<file path="src/rtl/core/bkrd_pkg.sv">
// Shared constants and types for the boot keyboard report differ.
`timescale 1ns / 1ps
package bkrd_pkg;

	localparam int KEY_SLOTS     = 6;
	localparam int MODIFIER_BITS = 8;
	localparam int STAGE_DEPTH   = MODIFIER_BITS + 2 * KEY_SLOTS;
	localparam int MAX_RESULTS   = 20;

	localparam int SLOT_W = $clog2(KEY_SLOTS);
	localparam int IDX_W  = $clog2(STAGE_DEPTH);
	localparam int CNT_W  = $clog2(STAGE_DEPTH + 1);
	localparam int MOD_W  = (MODIFIER_BITS > 1) ? $clog2(MODIFIER_BITS) : 1;

	localparam logic [7:0] REPORT_BYTES   = 8'd8;
	localparam logic [7:0] MOD_USAGE_BASE = 8'hE0;
	localparam logic [7:0] USAGE_ROLLOVER = 8'h01;
	localparam logic [7:0] USAGE_POSTFAIL = 8'h02;
	localparam logic [7:0] USAGE_UNDEF    = 8'h03;

	localparam logic [4:0] CAP_RESET = 5'd20;

	localparam logic [2:0] KIND_ERROR       = 3'd0;
	localparam logic [2:0] KIND_MOD_PRESS   = 3'd1;
	localparam logic [2:0] KIND_MOD_RELEASE = 3'd2;
	localparam logic [2:0] KIND_KEY_RELEASE = 3'd3;
	localparam logic [2:0] KIND_KEY_PRESS   = 3'd4;
	localparam logic [2:0] KIND_OVERFLOW    = 3'd5;

	typedef enum logic [1:0] {
		ST_IDLE,
		ST_COUNT,
		ST_CHECK,
		ST_EMIT
	} state_t;

	typedef logic [7:0] usage_t;

	function automatic logic is_error_usage(input usage_t u);
		return (u == USAGE_ROLLOVER) || (u == USAGE_POSTFAIL) || (u == USAGE_UNDEF);
	endfunction

endpackage

</file>
<file path="src/rtl/core/boot_keyboard_report_differ_top.sv">
// Top level of the boot keyboard report differ: sequencer, shared candidate compare and output register.
`timescale 1ns / 1ps
// Takes one 8-byte boot keyboard report per request and turns it into key events against the
// previously stored report. Each report is walked by one shared compare unit, one candidate
// per cycle while the output is not stalled: a counting pass and then, unless the report
// overflows or changes nothing, an emitting pass. A normal report has 20 candidates (8 modifier
// bits, 6 release slots, 6 press slots), a report holding error usages has 6. A report with a
// wrong length is dropped. The input is not ready while a report is being worked on. The event
// capacity register may be written only while idle.
module boot_keyboard_report_differ_top (
	input  logic       clk,
	input  logic       arst_n,
	input  logic       cfg_we,
	input  logic [4:0] cfg_wdata,
	input  logic       in_valid,
	output logic       in_ready,
	input  logic [7:0] rpt_len,
	input  logic [7:0] new_modifiers,
	input  logic [7:0] key_slot_0,
	input  logic [7:0] key_slot_1,
	input  logic [7:0] key_slot_2,
	input  logic [7:0] key_slot_3,
	input  logic [7:0] key_slot_4,
	input  logic [7:0] key_slot_5,
	output logic       out_valid,
	input  logic       out_ready,
	output logic [2:0] event_kind,
	output logic [7:0] event_usage,
	output logic [7:0] event_modifiers,
	output logic [4:0] event_total,
	output logic       last
);

	localparam int KS = bkrd_pkg::KEY_SLOTS;
	localparam int MB = bkrd_pkg::MODIFIER_BITS;
	localparam int SD = bkrd_pkg::STAGE_DEPTH;

	bkrd_pkg::state_t state_q, state_d;

	bkrd_pkg::usage_t in_keys [KS];
	bkrd_pkg::usage_t keys_q [KS];
	bkrd_pkg::usage_t prev_keys_q [KS];
	logic [7:0] mods_q;
	logic [7:0] prev_mods_q;
	logic [4:0] cap_q;
	logic       err_q;
	logic [bkrd_pkg::IDX_W-1:0] idx_q;
	logic [bkrd_pkg::CNT_W-1:0] cnt_q;
	logic [bkrd_pkg::CNT_W-1:0] sent_q;

	logic       out_valid_q;
	logic [2:0] kind_q;
	logic [7:0] usage_q;
	logic [7:0] omods_q;
	logic [4:0] total_q;
	logic       last_q;

	logic in_err;
	logic accept;
	logic len_ok;
	logic out_free;
	logic at_end;
	logic over_cap;
	logic [4:0] cap_eff;
	logic [bkrd_pkg::IDX_W-1:0] last_idx;

	// Control from the sequencer.
	logic start;
	logic count_step;
	logic emit_step;
	logic load_ovf;
	logic commit;

	// Shared candidate evaluation.
	logic cand_hit;
	logic [2:0] cand_kind;
	bkrd_pkg::usage_t cand_usage;
	logic [bkrd_pkg::SLOT_W-1:0] slot;
	logic is_rel;
	logic is_key;
	bkrd_pkg::usage_t u;
	logic dup;
	logic present;
	logic mod_was;
	logic mod_now;

	assign in_keys[0] = key_slot_0;
	assign in_keys[1] = key_slot_1;
	assign in_keys[2] = key_slot_2;
	assign in_keys[3] = key_slot_3;
	assign in_keys[4] = key_slot_4;
	assign in_keys[5] = key_slot_5;

	always_comb begin
		in_err = 1'b0;
		for (int i = 0; i < KS; i++) begin
			in_err = in_err | bkrd_pkg::is_error_usage(in_keys[i]);
		end
	end

	assign accept   = in_valid & in_ready;
	assign len_ok   = (rpt_len == bkrd_pkg::REPORT_BYTES);
	assign out_free = !out_valid_q || out_ready;
	assign last_idx = err_q ? bkrd_pkg::IDX_W'(KS - 1) : bkrd_pkg::IDX_W'(SD - 1);
	assign at_end   = (idx_q == last_idx);
	assign cap_eff  = (cap_q > 5'(bkrd_pkg::MAX_RESULTS)) ? 5'(bkrd_pkg::MAX_RESULTS) : cap_q;
	assign over_cap = (cnt_q > bkrd_pkg::CNT_W'(cap_eff));

	// One candidate per cycle unless stalled: modifier bit, release slot, press slot or error slot.
	always_comb begin
		slot   = '0;
		is_rel = 1'b0;
		is_key = 1'b0;
		for (int i = 0; i < KS; i++) begin
			if (err_q) begin
				if (idx_q == bkrd_pkg::IDX_W'(i)) begin
					slot = bkrd_pkg::SLOT_W'(i);
				end
			end else begin
				if (idx_q == bkrd_pkg::IDX_W'(MB + i)) begin
					slot   = bkrd_pkg::SLOT_W'(i);
					is_rel = 1'b1;
					is_key = 1'b1;
				end
				if (idx_q == bkrd_pkg::IDX_W'(MB + KS + i)) begin
					slot   = bkrd_pkg::SLOT_W'(i);
					is_key = 1'b1;
				end
			end
		end

		u = is_rel ? prev_keys_q[slot] : keys_q[slot];
		dup     = 1'b0;
		present = 1'b0;
		for (int j = 0; j < KS; j++) begin
			if (bkrd_pkg::SLOT_W'(j) < slot) begin
				dup = dup | (u == (is_rel ? prev_keys_q[j] : keys_q[j]));
			end
			present = present | (u == (is_rel ? keys_q[j] : prev_keys_q[j]));
		end

		mod_was = prev_mods_q[idx_q[bkrd_pkg::MOD_W-1:0]];
		mod_now = mods_q[idx_q[bkrd_pkg::MOD_W-1:0]];

		if (err_q) begin
			cand_hit   = bkrd_pkg::is_error_usage(u);
			cand_kind  = bkrd_pkg::KIND_ERROR;
			cand_usage = u;
		end else if (is_key) begin
			cand_hit   = (u != '0) && !dup && !present;
			cand_kind  = is_rel ? bkrd_pkg::KIND_KEY_RELEASE : bkrd_pkg::KIND_KEY_PRESS;
			cand_usage = u;
		end else begin
			cand_hit   = (mod_was != mod_now);
			cand_kind  = mod_now ? bkrd_pkg::KIND_MOD_PRESS : bkrd_pkg::KIND_MOD_RELEASE;
			cand_usage = bkrd_pkg::MOD_USAGE_BASE + 8'(idx_q);
		end
	end

	// Next state.
	always_comb begin
		state_d = state_q;
		unique case (state_q)
			bkrd_pkg::ST_IDLE: begin
				if (accept && len_ok) begin
					state_d = bkrd_pkg::ST_COUNT;
				end
			end
			bkrd_pkg::ST_COUNT: begin
				if (at_end) begin
					state_d = bkrd_pkg::ST_CHECK;
				end
			end
			bkrd_pkg::ST_CHECK: begin
				if (over_cap) begin
					if (out_free) begin
						state_d = bkrd_pkg::ST_IDLE;
					end
				end else if (cnt_q == '0) begin
					state_d = bkrd_pkg::ST_IDLE;
				end else begin
					state_d = bkrd_pkg::ST_EMIT;
				end
			end
			bkrd_pkg::ST_EMIT: begin
				if (out_free && at_end) begin
					state_d = bkrd_pkg::ST_IDLE;
				end
			end
			default: state_d = bkrd_pkg::ST_IDLE;
		endcase
	end

	// Sequencer outputs.
	always_comb begin
		in_ready   = 1'b0;
		start      = 1'b0;
		count_step = 1'b0;
		emit_step  = 1'b0;
		load_ovf   = 1'b0;
		commit     = 1'b0;
		unique case (state_q)
			bkrd_pkg::ST_IDLE: begin
				in_ready = 1'b1;
				start    = accept && len_ok;
			end
			bkrd_pkg::ST_COUNT: begin
				count_step = 1'b1;
			end
			bkrd_pkg::ST_CHECK: begin
				load_ovf = over_cap && out_free;
				commit   = !over_cap && (cnt_q == '0) && !err_q;
			end
			bkrd_pkg::ST_EMIT: begin
				emit_step = out_free;
				commit    = out_free && at_end && !err_q;
			end
			default: in_ready = 1'b0;
		endcase
	end

	always_ff @(posedge clk or negedge arst_n) begin
		if (!arst_n) begin
			state_q     <= bkrd_pkg::ST_IDLE;
			cap_q       <= bkrd_pkg::CAP_RESET;
			prev_mods_q <= '0;
			for (int i = 0; i < KS; i++) begin
				prev_keys_q[i] <= '0;
			end
			idx_q       <= '0;
			cnt_q       <= '0;
			sent_q      <= '0;
			err_q       <= 1'b0;
			out_valid_q <= 1'b0;
		end else begin
			state_q <= state_d;
			if (cfg_we) begin
				cap_q <= cfg_wdata;
			end

			if (start) begin
				err_q <= in_err;
				idx_q <= '0;
				cnt_q <= '0;
			end else if (count_step) begin
				cnt_q <= cnt_q + bkrd_pkg::CNT_W'(cand_hit);
				idx_q <= at_end ? '0 : idx_q + 1'b1;
			end else if (state_q == bkrd_pkg::ST_CHECK) begin
				sent_q <= '0;
			end else if (emit_step) begin
				sent_q <= sent_q + bkrd_pkg::CNT_W'(cand_hit);
				idx_q  <= at_end ? '0 : idx_q + 1'b1;
			end

			if (commit) begin
				prev_mods_q <= mods_q;
				for (int i = 0; i < KS; i++) begin
					prev_keys_q[i] <= keys_q[i];
				end
			end

			if (load_ovf || (emit_step && cand_hit)) begin
				out_valid_q <= 1'b1;
			end else if (out_ready) begin
				out_valid_q <= 1'b0;
			end
		end
	end

	// Report and result payload.
	always_ff @(posedge clk) begin
		if (start) begin
			mods_q <= new_modifiers;
			for (int i = 0; i < KS; i++) begin
				keys_q[i] <= in_keys[i];
			end
		end
		if (load_ovf) begin
			kind_q  <= bkrd_pkg::KIND_OVERFLOW;
			usage_q <= '0;
			omods_q <= mods_q;
			total_q <= 5'(cnt_q);
			last_q  <= 1'b1;
		end else if (emit_step && cand_hit) begin
			kind_q  <= cand_kind;
			usage_q <= cand_usage;
			omods_q <= mods_q;
			total_q <= 5'(cnt_q);
			last_q  <= (sent_q + 1'b1 == cnt_q);
		end
	end

	assign out_valid       = out_valid_q;
	assign event_kind      = kind_q;
	assign event_usage     = usage_q;
	assign event_modifiers = omods_q;
	assign event_total     = total_q;
	assign last            = last_q;

endmodule
</file>
<file path="config.mk">
export PLATFORM = sky130hd
export DESIGN_NAME = boot_keyboard_report_differ_top
export DESIGN_NICKNAME = d
export VERILOG_FILES = /design/src/rtl/core/bkrd_pkg.sv /design/src/rtl/core/boot_keyboard_report_differ_top.sv
export SDC_FILE = /design/constraint.sdc
export NUM_CORES = 1
export LEC_CHECK = 0
export BUFFER_PORTS_ARGS = -buffer_cell sky130_fd_sc_hd__buf_2
export CORE_MARGIN = 2
export CORE_UTILIZATION = 25
export DETAILED_ROUTE_END_ITERATION = 8
export RECOVER_POWER = 100
export SLEW_MARGIN = 40
export SYNTH_ARGS = -nofsm -noshare
export SYNTH_HDL_FRONTEND = slang
export SYNTH_SLANG_ARGS = --single-unit
</file>
<file path="constraint.sdc">
create_clock -name clk -period 6.7 [get_ports clk]
set_input_delay 1.005 -clock clk [delete_from_list [all_inputs] [get_ports clk]]
set_output_delay 1.005 -clock clk [all_outputs]
set_load 0.005 [all_outputs]
</file>
==> metrics.txt, run 1 <==
Synth Cell Area 0.01065 mm2; Warnings, synthesis 0; max cap viols 4; crit-path max FO 18; Internal 1.933 mW; Clock H-tree levels 4; clock sinks 161; die height 210.4 um; worst-margin pin slew 2.933 ns; CTS tree yes; ys async rst share 49.69%; Finished Cell Area 0.01250 mm2; Synth area leader edfxtp_1; final hold violations 0; adder-cell area share of the yosys netlist 1.762%; # DRC 0; post-DP HPWL 32.13 mm; worst skew pair latency 0.46 ns; pin count of the biggest net entering global routing 70; max-slew violation count 149; total core area 0.04204 mm2; Switching Share 38.50%; vias in the first global route 9494; Max VDD drop 0.2005 mV; chip width 210.4 um; post-synthesis simple-gate area fraction 15.79%; Hold Path End event_usage[2]$_SDFFE_PP0P_; FILL cells 4419; worst flop-to-flop path endpoint cnt_q[4]$_DFFE_PN0N_; sequential share of power 35.9%; Compound-Gate Fraction of Synth Area 20.00%; Final min period 6.352 ns; post-synthesis sequential area ratio 40.53%; xor/xnor share of the synthesized area 3.688%; final sum of negative setup slack 0 ns; Die Area 0.04427 mm2; ranking of synthesized cells by area edfxtp_1 19%, dfrtp_1 18%, mux2_2 7.8%; P_leak 4.880 nW; nets@finish 1256; CTS clk-pin slew, worst paths 0.08 ns; routed len/inst 24.61 um; syn_area_per_cell 10.10 um2; final cell count without fillers 1719; Root Buffer clkbuf_16; failing checks capacitance limit, slew limit; flop2flop setup slack 0.35 ns; Register-to-Register Path Depth 18; Arr. time, crit path 6.68 ns; drt via density 5.752; detailed-route via count 9888; first-pass GRT wire length 63.11 mm; RSZ-0062 raised after global routing false; clk_skew 0.01875 ns; post-synthesis instance total 1055; CTS Buf Count 17; sw power 1.210 mW; initial antenna violation count 0; Setup Crit Path Kind flip-flop to flip-flop; drt first pass iters 6; synthesized flop and latch total 161; setup bufs post-CTS 0; Ports 101; WL final 42.31 mm; status finished, violations left; n_diodes 0; total power divided by cell area 251.4 mW/mm2; GRT Total Usage 19.15%; hold path depth 2; hold_buf cts 0; post-cts sizing count 0; CP Capture Type flip-flop; part of the cycle the worst path needs 94.81%; Slew HR -95.56%; first-iteration detailed-routing DRC count 1027; ys flop type dfrtp_1; CTS Buffer Depth 2; setup violators final 0; mux contribution to synthesized area 14.21%; GR Overflow Total 0; I/O Buffers 100; clock power share 31.7%; Worst setup SP type flip-flop; # rows 75; placed cell area 0.01199 mm2; gpl congestion 1.073; r2r startpoint idx_q[0]$_DFFE_PN0P_; total nets after synthesis 1144; share of cells above drive strength 1 20.93%; Detail Route Antenna Nets 0; Netlist cell types 93; Hold Startpoint event_usage[2]$_SDFFE_PP0P_; HP Class flip-flop to flip-flop; area share of the leading cell type in the synthesized netlist 19.45%; share of power burned in combinational logic 32.4%; Post-synth EDFFs 69; largest family of logic cells by synthesized area compound AO/OA/AOI/OAI gates; Req. time, crit path 7.02 ns; Area Growth Syn to Fin 17.40%; Starting Density 25.34%; f_max 157.4 MHz; placed insts 1687
routing by layer:
metal,vias up,wire (um),GRT usage (%),part of all wire (%)
li1,4368,-,-,-
met1,4911,18640,26.50,44
met2,504,18430,28.83,44
met3,105,3497,3.754,8.3
met4,0,1740,8.742,4.1
met5,-,0,0,0
critical path, cell delays in order, from the launching register on:
cell and delay [ns]:
dfrtp_1 0.59, ha_1 0.40, nor3b_1 0.43, and2_1 0.26
or2_1 0.63, o211ai_1 0.41, o22ai_1 0.54, nand2_1 0.57
o21ai_0 0.33, nor3_1 0.12, nand4_1 0.15, nand4_1 0.20
o41a_2 0.58, nor2_1 0.25, ha_1 0.22, ha_1 0.17
nand4_1 0.11, xor2_1 0.18, nor2_1 0.06
stage by stage:
| stage | hold slack (ns) | setup slack (ns) | utilization [%] | power, mW |
|---|---|---|---|---|
| finish | 0.4679 | 0.3480 | 29.74 | 3.143 |
| global route | 0.4991 | 0.08192 | 29.74 | 3.280 |
| CTS | 0.4646 | 0.4538 | 29.96 | 3.152 |
| detailed placement | 0.4444 | 0.4988 | 28.51 | 2.137 |
| global placement | 0.4526 | 0.4608 | 28.50 | 2.143 |
| floorplan | 0.4400 | 1.728 | - | 1.758 |
power by group through the flow:
stage | registers (mW) | clock network (mW) | logic [mW]
floorplan | 1.11 | 0 | 0.646
global placement | 1.15 | 0 | 0.994
detailed placement | 1.15 | 0 | 0.987
CTS | 1.13 | 1.03 | 0.995
global route | 1.14 | 1.06 | 1.08
finish | 1.13 | 0.997 | 1.02
cells by family after synthesis:
group           after synthesis
xor+xnor                     44
fa+ha+maj                    15
mux                         137
compound gates              282
flops                       161
buf+inv                      93
simple gates                323
placed cells by master (no fill, tap or decap), types with 45 or more instances in the layout:
cell type  Yosys  routed
o21ai_0       45      45
dfrtp_1       78      78
mux2i_1       59      59
clkbuf_1      27      50
buf_4         12      54
mux2_2        74      73
nor2_1        64      64
edfxtp_1      69      69
nand2_1       67      67
buf_2         21      50
worst max path at each step:
stage / to / start / slack [ns]
final: cnt_q[4]$_DFFE_PN0N_ / idx_q[0]$_DFFE_PN0P_ / 0.35
after global routing: cnt_q[4]$_DFFE_PN0N_ / idx_q[0]$_DFFE_PN0P_ / 0.08
after CTS: cnt_q[4]$_DFFE_PN0N_ / idx_q[0]$_DFFE_PN0P_ / 0.45
after detailed placement: cnt_q[4]$_DFFE_PN0N_ / idx_q[0]$_DFFE_PN0P_ / 0.50
after global placement: cnt_q[4]$_DFFE_PN0N_ / idx_q[0]$_DFFE_PN0P_ / 0.46
after floorplan: cnt_q[4]$_DFFE_PN0N_ / idx_q[1]$_DFFE_PN0P_ / 1.73
cell usage after synthesis, types with 6 or more instances:
master / number
a2111oi_0: 10
a211o_1: 7
a211oi_1: 11
a21oi_1: 38
a221oi_1: 6
a31oi_1: 9
a32oi_1: 6
and2_1: 6
and3_1: 6
buf_2: 21
buf_4: 12
clkbuf_1: 27
dfrtp_1: 78
dfxtp_1: 12
edfxtp_1: 69
ha_1: 15
inv_1: 26
mux2_2: 74
mux2i_1: 59
nand2_1: 67
nand3_1: 37
nand4_1: 27
nor2_1: 64
nor2b_1: 11
nor3_1: 28
nor4_1: 34
o211ai_1: 19
o21ai_0: 45
o221ai_1: 6
o22ai_1: 32
o2bb2ai_1: 18
o31ai_1: 6
or3_1: 7
or4_1: 11
xnor2_1: 16
xor2_1: 27
state kept, by name (all words and copies together), names as in the netlist:
signal,flops
event_modifiers,8
event_usage,8
state_q,2
keys_q,48
cnt_q,5
out_valid,1
prev_mods_q,8
last,1
cap_q,5
prev_keys_q,48
err_q,1
event_kind,3
mods_q,8
idx_q,5
sent_q,5
event_total,5
cell type report:
| cell class | count | area [um2] | share of cell area [%] |
|---|---|---|---|
| clock buffer | 17 | 425.4 | 3.402 |
| multi-input combinational | 801 | 5913 | 47.29 |
| tap | 539 | 674.4 | 5.393 |
| clock inverter | 15 | 185.2 | 1.481 |
| timing repair buffer | 159 | 888.4 | 7.104 |
| inverter | 27 | 101.3 | 0.8105 |
| sequential | 161 | 4317 | 34.52 |
No activity file was read; power rests on OpenSTA's default activity.
==> run 2, diff against run 1 <==
--- a/config.mk
+++ b/config.mk
@@ -6,9 +6,12 @@
 export NUM_CORES = 1
 export LEC_CHECK = 0
 export BUFFER_PORTS_ARGS = -buffer_cell sky130_fd_sc_hd__buf_2
+export CELL_PAD_IN_SITES_DETAIL_PLACEMENT = 1
+export CELL_PAD_IN_SITES_GLOBAL_PLACEMENT = 1
 export CORE_MARGIN = 2
 export CORE_UTILIZATION = 25
 export DETAILED_ROUTE_END_ITERATION = 8
+export PLACE_DENSITY_LB_ADDON = 0.1
 export RECOVER_POWER = 100
 export SLEW_MARGIN = 40
 export SYNTH_ARGS = -nofsm -noshare
==> run 2 against run 1 <==
Against the previous run:
- the run still ends with capacitance limit, slew limit left
- register-to-register slack better by 0.11 ns
- global-route usage rose by 2.7 points
- utilization about the same
- combinational power about the same
- routed wire length is 11% higher
- clock power fell by 2%
- non-clock buffer count is 7 higher
- total power is 0.58% lower
- sequential power hardly changed
- critical path type unchanged
- largest cell class unchanged
==> metrics.txt, run 2 (same netlist as run 1, synthesis figures left out) <==
Max VDD drop 0.1743 mV; Final min period 6.240 ns; hold_buf cts 0; Finished Cell Area 0.01252 mm2; GR Overflow Total 0; Area Growth Syn to Fin 17.54%; WL final 47.13 mm; CP Capture Type flip-flop; max cap viols 4; initial antenna violation count 0; CP max stage cell or4_1; total power divided by cell area 249.6 mW/mm2; Setup Crit Path Kind flip-flop to flip-flop; Clock H-tree levels 4; CTS Buf Count 17; Hold Startpoint event_usage[1]$_SDFFE_PP0P_; total core area 0.04204 mm2; post-DP HPWL 37.00 mm; Sequential Area 0.004317 mm2; I/O Buffers 100; post-cts sizing count 0; first-iteration detailed-routing DRC count 527; crit-path max FO 18; Register-to-Register Path Depth 18; worst-margin pin slew 2.596 ns; gpl congestion 0.9114; Detail Route Antenna Nets 0; CP Buf/Inv Count 4; crit-path cells buf_4, ha_1, nor3b_1, a22o_1, or2_1, buf_4, a211oi_1, a211oi_1, or3_1, o22ai_1, or3_1, or4_1, a21oi_1, o41a_2, clkbuf_1, nand2b_4, nand2_1, clkbuf_2; Arr. time, crit path 6.47 ns; # rows 75; # DRC 0; nets@finish 1263; n_diodes 0; hold path depth 2; Req. time, crit path 6.93 ns; GRT Total Usage 21.84%; Die Area 0.04427 mm2; final worst slack 0.4596 ns; die height 210.4 um; max-slew violation count 172; vias in the first global route 9766; placed cell area 0.01205 mm2; worst skew pair latency 0.50 ns; drt via density 5.510; Ports 101; clock sinks 161; Starting Density 25.34%; hold slack final 0.4802 ns; HP Class flip-flop to flip-flop; most frequent cells in the layout 78 x dfrtp_1, 74 x mux2_2, 69 x edfxtp_1; clk_skew 0.01436 ns; CTS tree yes; setup violators final 0; Root Buffer clkbuf_16; largest registers keys_q: 48 flops, prev_keys_q: 48 flops; chip width 210.4 um; r2r startpoint idx_q[0]$_DFFE_PN0P_; f_max 160.2 MHz; final sum of negative setup slack 0 ns; Slew HR -73.06%; share of cells above drive strength 1 21.31%; routed len/inst 27.31 um; pin count of the biggest net entering global routing 48; final hold violations 0; drt first pass iters 5; RSZ-0062 raised after global routing false; Worst setup SP type flip-flop; setup bufs post-CTS 0; detailed-route via count 9511; final core utilization 29.78%; failing checks capacitance limit, slew limit; leading cell type in the layout, fill and taps excluded dfrtp_1; FILL cells 4793; CTS Buffer Depth 2; flop2flop setup slack 0.46 ns; slowest stage delay, CP 0.63 ns; area occupied by multi-input gates 0.005948 mm2; first-pass GRT wire length 68.97 mm; Hold Path End event_usage[1]$_SDFFE_PP0P_; worst flop-to-flop path endpoint event_total[0]$_DFFE_PP_; CTS clk-pin slew, worst paths 0.07 ns; status finished, violations left; post-placement setup slack 0.6646 ns; part of the cycle the worst path needs 93.14%; P_leak 4.874 nW; CP top delay family simple AND/OR/NAND/NOR gates
## run 2: routing by layer
metal	global-route usage [%]	wire (um)	vias to the layer above
li1	-	-	4390
met1	27.69	21160	4829
met2	36.20	22630	217
met3	4.052	1576	75
met4	9.859	1761	0
met5	0	0	-
## run 2: through the flow
| stage | power, mW | std cells |
|---|---|---|
| after global placement | 2.170 | 1694 |
| after floorplan | 1.758 | 1055 |
| after global routing | 3.291 | 1726 |
| final | 3.125 | 1726 |
| after CTS | 3.172 | 1726 |
| after detailed placement | 2.167 | 1694 |
## run 2: area by class of cell
| type | instances | share of cell area [%] |
|---|---|---|
| sequential | 161 | 34.48 |
| multi-input combinational | 801 | 47.51 |
| tap | 539 | 5.387 |
| timing repair buffer | 166 | 7.256 |
| clock inverter | 12 | 0.9894 |
| clock buffer | 20 | 3.568 |
| inverter | 27 | 0.8095 |
## run 2: worst max-delay path by stage
stage          cells after the start  slack [ns]                        to            startpoint
3_5_place_dp                      20        0.66     sent_q[4]$_DFFE_PN0P_  idx_q[0]$_DFFE_PN0P_
2_1_floorplan                     21        1.73      cnt_q[4]$_DFFE_PN0N_  idx_q[1]$_DFFE_PN0P_
4_1_cts                           20        0.64     sent_q[4]$_DFFE_PN0P_  idx_q[0]$_DFFE_PN0P_
3_3_place_gp                      20        0.75      cnt_q[4]$_DFFE_PN0N_  idx_q[0]$_DFFE_PN0P_
5_1_grt                           21        0.10      cnt_q[4]$_DFFE_PN0N_  idx_q[0]$_DFFE_PN0P_
6_report                          18        0.46  event_total[0]$_DFFE_PP_  idx_q[0]$_DFFE_PN0P_
## run 2: report_power, final
group	internal [mW]	switching, mW	total (mW)
Combinational	0.368	0.664	1.03
Clock	0.527	0.451	0.978
Sequential	1.06	0.0543	1.12
Total	1.96	1.17	3.13
## run 2: worst register-to-register path, cell delays in order, from the launching register on
cell	delay (ns)
dfrtp_1	0.34
buf_4	0.19
ha_1	0.35
nor3b_1	0.43
a22o_1	0.29
or2_1	0.52
buf_4	0.38
a211oi_1	0.12
a211oi_1	0.59
or3_1	0.40
o22ai_1	0.11
or3_1	0.36
or4_1	0.63
a21oi_1	0.24
o41a_2	0.20
clkbuf_1	0.27
nand2b_4	0.23
nand2_1	0.09
clkbuf_2	0.22
